`config.mk`:
```
export PLATFORM = sky130hd
export DESIGN_NAME = hfrq_ctrl
export DESIGN_NICKNAME = d
export VERILOG_FILES = /design/src/rtl/hfrq_pkg.sv /design/src/rtl/hfrq_ctrl.sv
export SDC_FILE = /design/constraint.sdc
export NUM_CORES = 1
export LEC_CHECK = 0
export ABC_CLOCK_PERIOD_IN_PS = 4100
export BUFFER_PORTS_ARGS = -buffer_cell sky130_fd_sc_hd__buf_2
export CAP_MARGIN = 20
export CELL_PAD_IN_SITES_DETAIL_PLACEMENT = 1
export CELL_PAD_IN_SITES_GLOBAL_PLACEMENT = 1
export CORE_MARGIN = 8
export CORE_UTILIZATION = 39
export DETAILED_ROUTE_END_ITERATION = 12
export GPL_ROUTABILITY_DRIVEN = 0
export HOLD_SLACK_MARGIN = 0.05
export PLACE_DENSITY = 0.8
export SLEW_MARGIN = 15
export SYNTH_ARGS = -nofsm -noshare
export SYNTH_HDL_FRONTEND = slang
export SYNTH_SLANG_ARGS = --single-unit
```
`constraint.sdc`:
```
create_clock -name clk -period 4.1 [get_ports clk]
set_input_delay 0.82 -clock clk [delete_from_list [all_inputs] [get_ports clk]]
set_output_delay 0.82 -clock clk [all_outputs]
set_load 0.01 [all_outputs]
```
`src/rtl/hfrq_pkg.sv`:
```
// Package: shared widths, codes and the control/status structs of the ready queue.
`default_nettype none

package hfrq_pkg;

  localparam int PID_W      = 32;
  localparam int TIME_W     = 32;
  localparam int EST_W      = 24;
  localparam int ALPHA_W    = 9;
  localparam int STAT_W     = 2;
  localparam int CFG_ADDR_W = 1;
  localparam int CFG_DATA_W = 9;
  localparam int EST_FRAC   = 8;
  localparam int NUM_W      = TIME_W + 1;
  localparam int PROD_W     = NUM_W + EST_W;
  localparam int EPROD_W    = ALPHA_W + EST_W;
  localparam int ESUM_W     = EPROD_W + 1;

  localparam logic [STAT_W-1:0] STAT_DONE  = 2'd0;
  localparam logic [STAT_W-1:0] STAT_FULL  = 2'd1;
  localparam logic [STAT_W-1:0] STAT_EMPTY = 2'd2;

  localparam logic CMD_ENQ = 1'b0;
  localparam logic CMD_DSP = 1'b1;

  localparam logic [CFG_ADDR_W-1:0] CFG_POLICY = 1'b0;
  localparam logic [CFG_ADDR_W-1:0] CFG_ALPHA  = 1'b1;

  localparam logic POLICY_FIFO = 1'b0;
  localparam logic POLICY_HRRN = 1'b1;

  localparam logic [ALPHA_W-1:0] ALPHA_ONE   = 9'd256;
  localparam logic [ALPHA_W-1:0] ALPHA_RESET = 9'd128;
  localparam logic [ESUM_W-1:0]  EST_ROUND   = ESUM_W'(128);

  typedef struct packed {
    logic [PID_W-1:0]  pid;
    logic [TIME_W-1:0] arrival;
    logic [EST_W-1:0]  est;
  } entry_t;

  typedef struct packed {
    logic latch_in;
    logic est_mul_a;
    logic est_mul_b;
    logic est_finish;
    logic dsp_empty;
    logic rd_first;
    logic load_best;
    logic rd_idx;
    logic load_cand;
    logic mul;
    logic cmp;
    logic shift_rd;
    logic shift_wr;
    logic dsp_finish;
  } dp_cmd_t;

  typedef struct packed {
    logic empty;
    logic hrrn;
    logic scan_done;
    logic scan_last;
    logic shift_done;
  } dp_stat_t;

endpackage

`default_nettype wire

```
`src/rtl/hfrq_ctrl.sv`:
```
// Controller: sequences enqueue, dispatch scan and table compaction.
`default_nettype none

module hfrq_ctrl (
  input  logic               clk,
  input  logic               rst_n,
  input  logic               start,
  input  logic               in_cmd,
  input  hfrq_pkg::dp_stat_t stat,
  output hfrq_pkg::dp_cmd_t  cmd,
  output logic               busy
);
  import hfrq_pkg::*;

  typedef enum logic [10:0] {
    S_IDLE      = 11'b000_0000_0001,
    S_EST_A     = 11'b000_0000_0010,
    S_EST_B     = 11'b000_0000_0100,
    S_EST_END   = 11'b000_0000_1000,
    S_DSP_CHK   = 11'b000_0001_0000,
    S_DSP_LD0   = 11'b000_0010_0000,
    S_SCAN_LD   = 11'b000_0100_0000,
    S_SCAN_MUL  = 11'b000_1000_0000,
    S_SCAN_CMP  = 11'b001_0000_0000,
    S_SHIFT_CHK = 11'b010_0000_0000,
    S_SHIFT_WR  = 11'b100_0000_0000
  } state_t;

  state_t state_r, state_nxt;

  always_ff @(posedge clk) begin
    if (!rst_n) begin
      state_r <= S_IDLE;
    end else begin
      state_r <= state_nxt;
    end
  end

  assign busy = (state_r != S_IDLE);

  always_comb begin
    cmd       = '0;
    state_nxt = state_r;
    unique case (state_r)
      S_IDLE: begin
        if (start) begin
          cmd.latch_in = 1'b1;
          state_nxt    = (in_cmd == CMD_DSP) ? S_DSP_CHK : S_EST_A;
        end
      end
      S_EST_A: begin
        cmd.est_mul_a = 1'b1;
        state_nxt     = S_EST_B;
      end
      S_EST_B: begin
        cmd.est_mul_b = 1'b1;
        state_nxt     = S_EST_END;
      end
      S_EST_END: begin
        cmd.est_finish = 1'b1;
        state_nxt      = S_IDLE;
      end
      S_DSP_CHK: begin
        if (stat.empty) begin
          cmd.dsp_empty = 1'b1;
          state_nxt     = S_IDLE;
        end else begin
          cmd.rd_first = 1'b1;
          state_nxt    = S_DSP_LD0;
        end
      end
      S_DSP_LD0: begin
        cmd.load_best = 1'b1;
        if (stat.hrrn && !stat.scan_done) begin
          cmd.rd_idx = 1'b1;
          state_nxt  = S_SCAN_LD;
        end else begin
          state_nxt  = S_SHIFT_CHK;
        end
      end
      S_SCAN_LD: begin
        cmd.load_cand = 1'b1;
        state_nxt     = S_SCAN_MUL;
      end
      S_SCAN_MUL: begin
        cmd.mul   = 1'b1;
        state_nxt = S_SCAN_CMP;
      end
      S_SCAN_CMP: begin
        cmd.cmp   = 1'b1;
        state_nxt = stat.scan_last ? S_SHIFT_CHK : S_SCAN_LD;
      end
      S_SHIFT_CHK: begin
        if (stat.shift_done) begin
          cmd.dsp_finish = 1'b1;
          state_nxt      = S_IDLE;
        end else begin
          cmd.shift_rd = 1'b1;
          state_nxt    = S_SHIFT_WR;
        end
      end
      S_SHIFT_WR: begin
        cmd.shift_wr = 1'b1;
        state_nxt    = S_SHIFT_CHK;
      end
      default: begin
        state_nxt = S_IDLE;
      end
    endcase
  end

endmodule

`default_nettype wire

```
Word level (Yosys, flattened, before mapping)
Cells that the tools add are included.
W data, S select, Z words.
- register bits after elaboration: 11
- bits of input ports: 9
- output and inout port bits: 15
- word-level logic and storage cells: 41
- equal/unequal tests: 13
- multiplexer cells: 25
- reduce and logical (&&, ||, !) cells: 2
- operator list (kind ; number):
    $pmux W11 S10 ; 1
    $mux W11 ; 2
    $mux W10 ; 2
    $mux W1 ; 16
    $eq A11 B1 Y1 const B ; 1
    $eq A11 B10 Y1 const B ; 1
    $eq A11 B11 Y1 const B ; 1
    $eq A11 B2 Y1 const B ; 1
    $eq A11 B3 Y1 const B ; 1
    $eq A11 B4 Y1 const B ; 1
    $eq A11 B5 Y1 const B ; 1
    $eq A11 B6 Y1 const B ; 1
    $eq A11 B7 Y1 const B ; 1
    $eq A11 B8 Y1 const B ; 1
    $eq A11 B9 Y1 const B ; 1
    $ne A11 B1 Y1 const B ; 1
    $mux W6 ; 1
    $mux W5 ; 1
    $mux W2 ; 2
    $ne A2 B2 Y1 const B ; 1
    $logic_and A1 B1 Y1 ; 1
    $logic_not A1 Y1 ; 1

Logic depth before layout (Yosys ltp)
- depth in word-level cells: 4
- mapped depth: 7
- gate-level depth less buffers: 6

Worst setup path before layout
Ideal clock, no wire load.
- path kind: reg-to-output
- start: register state_r[9]
- end: output cmd[5] (netlist bit)
- data arrival time: 1.647 ns
- required time: 3.280 ns
- slack: 1.633 ns
- stages on the path, launching flop included: 5
- path buffers: 1
- path through: dfxtp_1 -> buf_6 -> or4_4 -> or3_1 -> nor3_1
- RTL lines (element ; RTL line ; RTL):
    start: declaration ; hfrq_ctrl.sv:29 ; state_t state_r, state_nxt;
    start signal: assignment ; hfrq_ctrl.sv:35 ; state_r <= state_nxt;
    end: declaration ; hfrq_ctrl.sv:10 ; output hfrq_pkg::dp_cmd_t cmd,

==> results_dict.tcl <==
set metrics [dict create \
    setup_viol 0 \
    fin_crit_ns 2.83 \
    clock-skew-final_ns 0.00225 \
    cts_hold_buffers 0 \
    synth-main-ff-cell "dfxtp_1" \
    ctsResizeCount 0 \
    cp.arrival_ns 2.01 \
    synth.ff_latch_count 11 \
    drive_gt1_share_pct 35.2 \
    synthCells 86 \
    rsz0062_at_grt "false" \
    firstDrtPassIters 4 \
    async_flop_share_pct 0 \
    synth_warnings 0 \
    synth_top_area_share_pct 28.3 \
    htreeDepth 1 \
    worstSkewPairLatency_ns 0.27 \
    cp_max_fo 8 \
    p_per_area_nw_per_um2 272 \
    routedWlPerCell_microns 15.5 \
    coreArea_sq_um 1920 \
    cts.root.buffer_cell "clkbuf_4" \
    syn_area_per_cell_sq_um 9.06 \
    grt_max_degree 9 \
    end_kind "primary output" \
    top_regs "state_r: 11 flops" \
    final_net_count 118 \
    setup_tns_ns 0 \
    fin_util_pct 46.4 \
    syn-cell-area_sq_um 779 \
    track_usage_pct 12.3 \
    synth_nets 95 \
    min_path_type "reg2reg" \
    yosysSeqAreaShare_pct 28.3 \
    cts_tree "yes" \
    antenna_found_initial 0 \
    min_period_over_period_pct 69.0 \
    clkSinkCount 11 \
    area_delta_synth_final_pct 14.3 \
    status "finished, final reports clean" \
    hold_violations 0 \
    placed_area_sq_um 865 \
    num_rows 16 \
    start_util_pct 40.6 \
    numCtsBuffers 3 \
    drt_iter0_markers 11 \
    hp-start "state_r[4]$_SDFFE_PN0P_" \
    critical_path_required_ns 3.28 \
    io_buffer_count 23 \
    clk_pin_slew_worst_paths_ns 0.07 \
    drt-total-wl_microns 2090 \
    grt-ovfl-total 0 \
    clk_path_buf_depth 2 \
    num_vias 738 \
    peakVddDrop_mv 0.183 \
    synth-edff-count 0 \
    fin_area_sq_um 891 \
    diodes 0 \
    drc 0 \
    fmax_ghz 0.353 \
    setup_slack_ns 1.27 \
    post-cts-setup-buffers 0 \
    leakagePower_uw 0.000427 \
    yosysTopAreaCell "dfxtp_1" \
    ant_nets 0 \
    grt_pass1_wl_microns 3430 \
    largest_reg_flops 11 \
    path_class "reg2out" \
    dp_hpwl_microns 1690 \
    io-pin-count 24 \
    preCtsSetupSlack_ns 1.57 \
    crit_path_start_kind "register" \
    die_area_sq_um 3690 \
    grt_pass1_vias 746 \
    vias_per_cell 5.47 \
    drv_cap 0 \
    slew_headroom_pct 68.4 \
    slew_violations 0 \
    top_register "state_r" \
    ys_top_cells_by_area "dfxtp_1 28%, nor4_4 5.5%, nor2_1 5.3%" \
    synthTopCellsByCount "11 x dfxtp_1, 11 x nor2_1, 8 x nor3_1, 4 x inv_1" \
    startpoint "state_r[10]$_SDFFE_PN0P_" \
    tightest_slew_ns 0.470 \
    die_h_microns 60.7 \
    r2r_start "state_r[2]$_SDFFE_PN0P_" \
    synth_cell_type_count 41 \
    die_x_microns 60.7 \
]
report_power, final:
part | internal (uW) | total, uW | switching (uW)
logic | 20.7 | 51.3 | 30.6
registers | 109 | 114 | 5.03
clock network | 37.8 | 76.6 | 38.9
total | 168 | 242 | 74.5
through the flow:
stage	hold slack (ns)	instances	power, uW
floorplan	0.527	86	156
global route	0.666	135	262
finish	0.606	135	242
CTS	0.600	135	245
detailed placement	0.587	131	168
global placement	0.580	131	166
placed cells by master, fill, tap and decap left out, types with 2 or more instances in the layout:
cell | synthesis | final
buf_2 | 0 | 23
nor2_1 | 11 | 11
dfxtp_1 | 11 | 11
nor3_1 | 8 | 8
inv_1 | 4 | 4
nand2_1 | 3 | 3
nand3_1 | 3 | 3
and2_1 | 3 | 3
xor2_1 | 3 | 3
clkbuf_4 | 0 | 3
nor4_1 | 2 | 2
nor4_4 | 2 | 2
nand2b_1 | 2 | 2
and3_1 | 2 | 2
and3_2 | 2 | 2
o21ai_0 | 2 | 2
cells by family (layout without fill, tap and decap cells):
kind of cell / Yosys count / in the layout / synth area share [%]
AOI/OAI and AO/OA: 12 / 12 / 13.0
and+or+nand+nor: 49 / 49 / 43.7
xor gates and xnor gates: 4 / 4 / 4.50
buffers and inverters: 10 / 32 / 10.6
DFF: 11 / 11 / 28.3
final cells by class:
type,instances,area (sq um)
flip-flops and latches,11,220
clock buffers,4,26.3
fillers,249,1030
well taps,27,33.8
multi-input cells,65,477
inverters,5,18.8
repair buffers,23,115
metal layers:
metal,global-route usage (%),share of wire (%)
met5,0,0
met4,4.32,1.2
met3,4.03,7.0
met2,18.7,48
met1,15.6,44
worst paths after layout:
check             cells past startpoint  slack, ns                       to
setup / recovery                      5       1.27                   cmd[6]
hold / removal                        2       0.61  state_r[5]$_SDFFE_PN0P_
setup reg to reg                      6       2.10  state_r[6]$_SDFFE_PN0P_
hold reg to reg                       2       0.61  state_r[5]$_SDFFE_PN0P_
worst max-delay path, stage by stage, from the launching register on:
cell and delay [ns]:
dfxtp_1 0.38, or4_4 0.58, nor4_4 0.20, nand2_2 0.16
nor4b_4 0.24, buf_2 0.17
No activity file was read; power rests on OpenSTA's default activity.
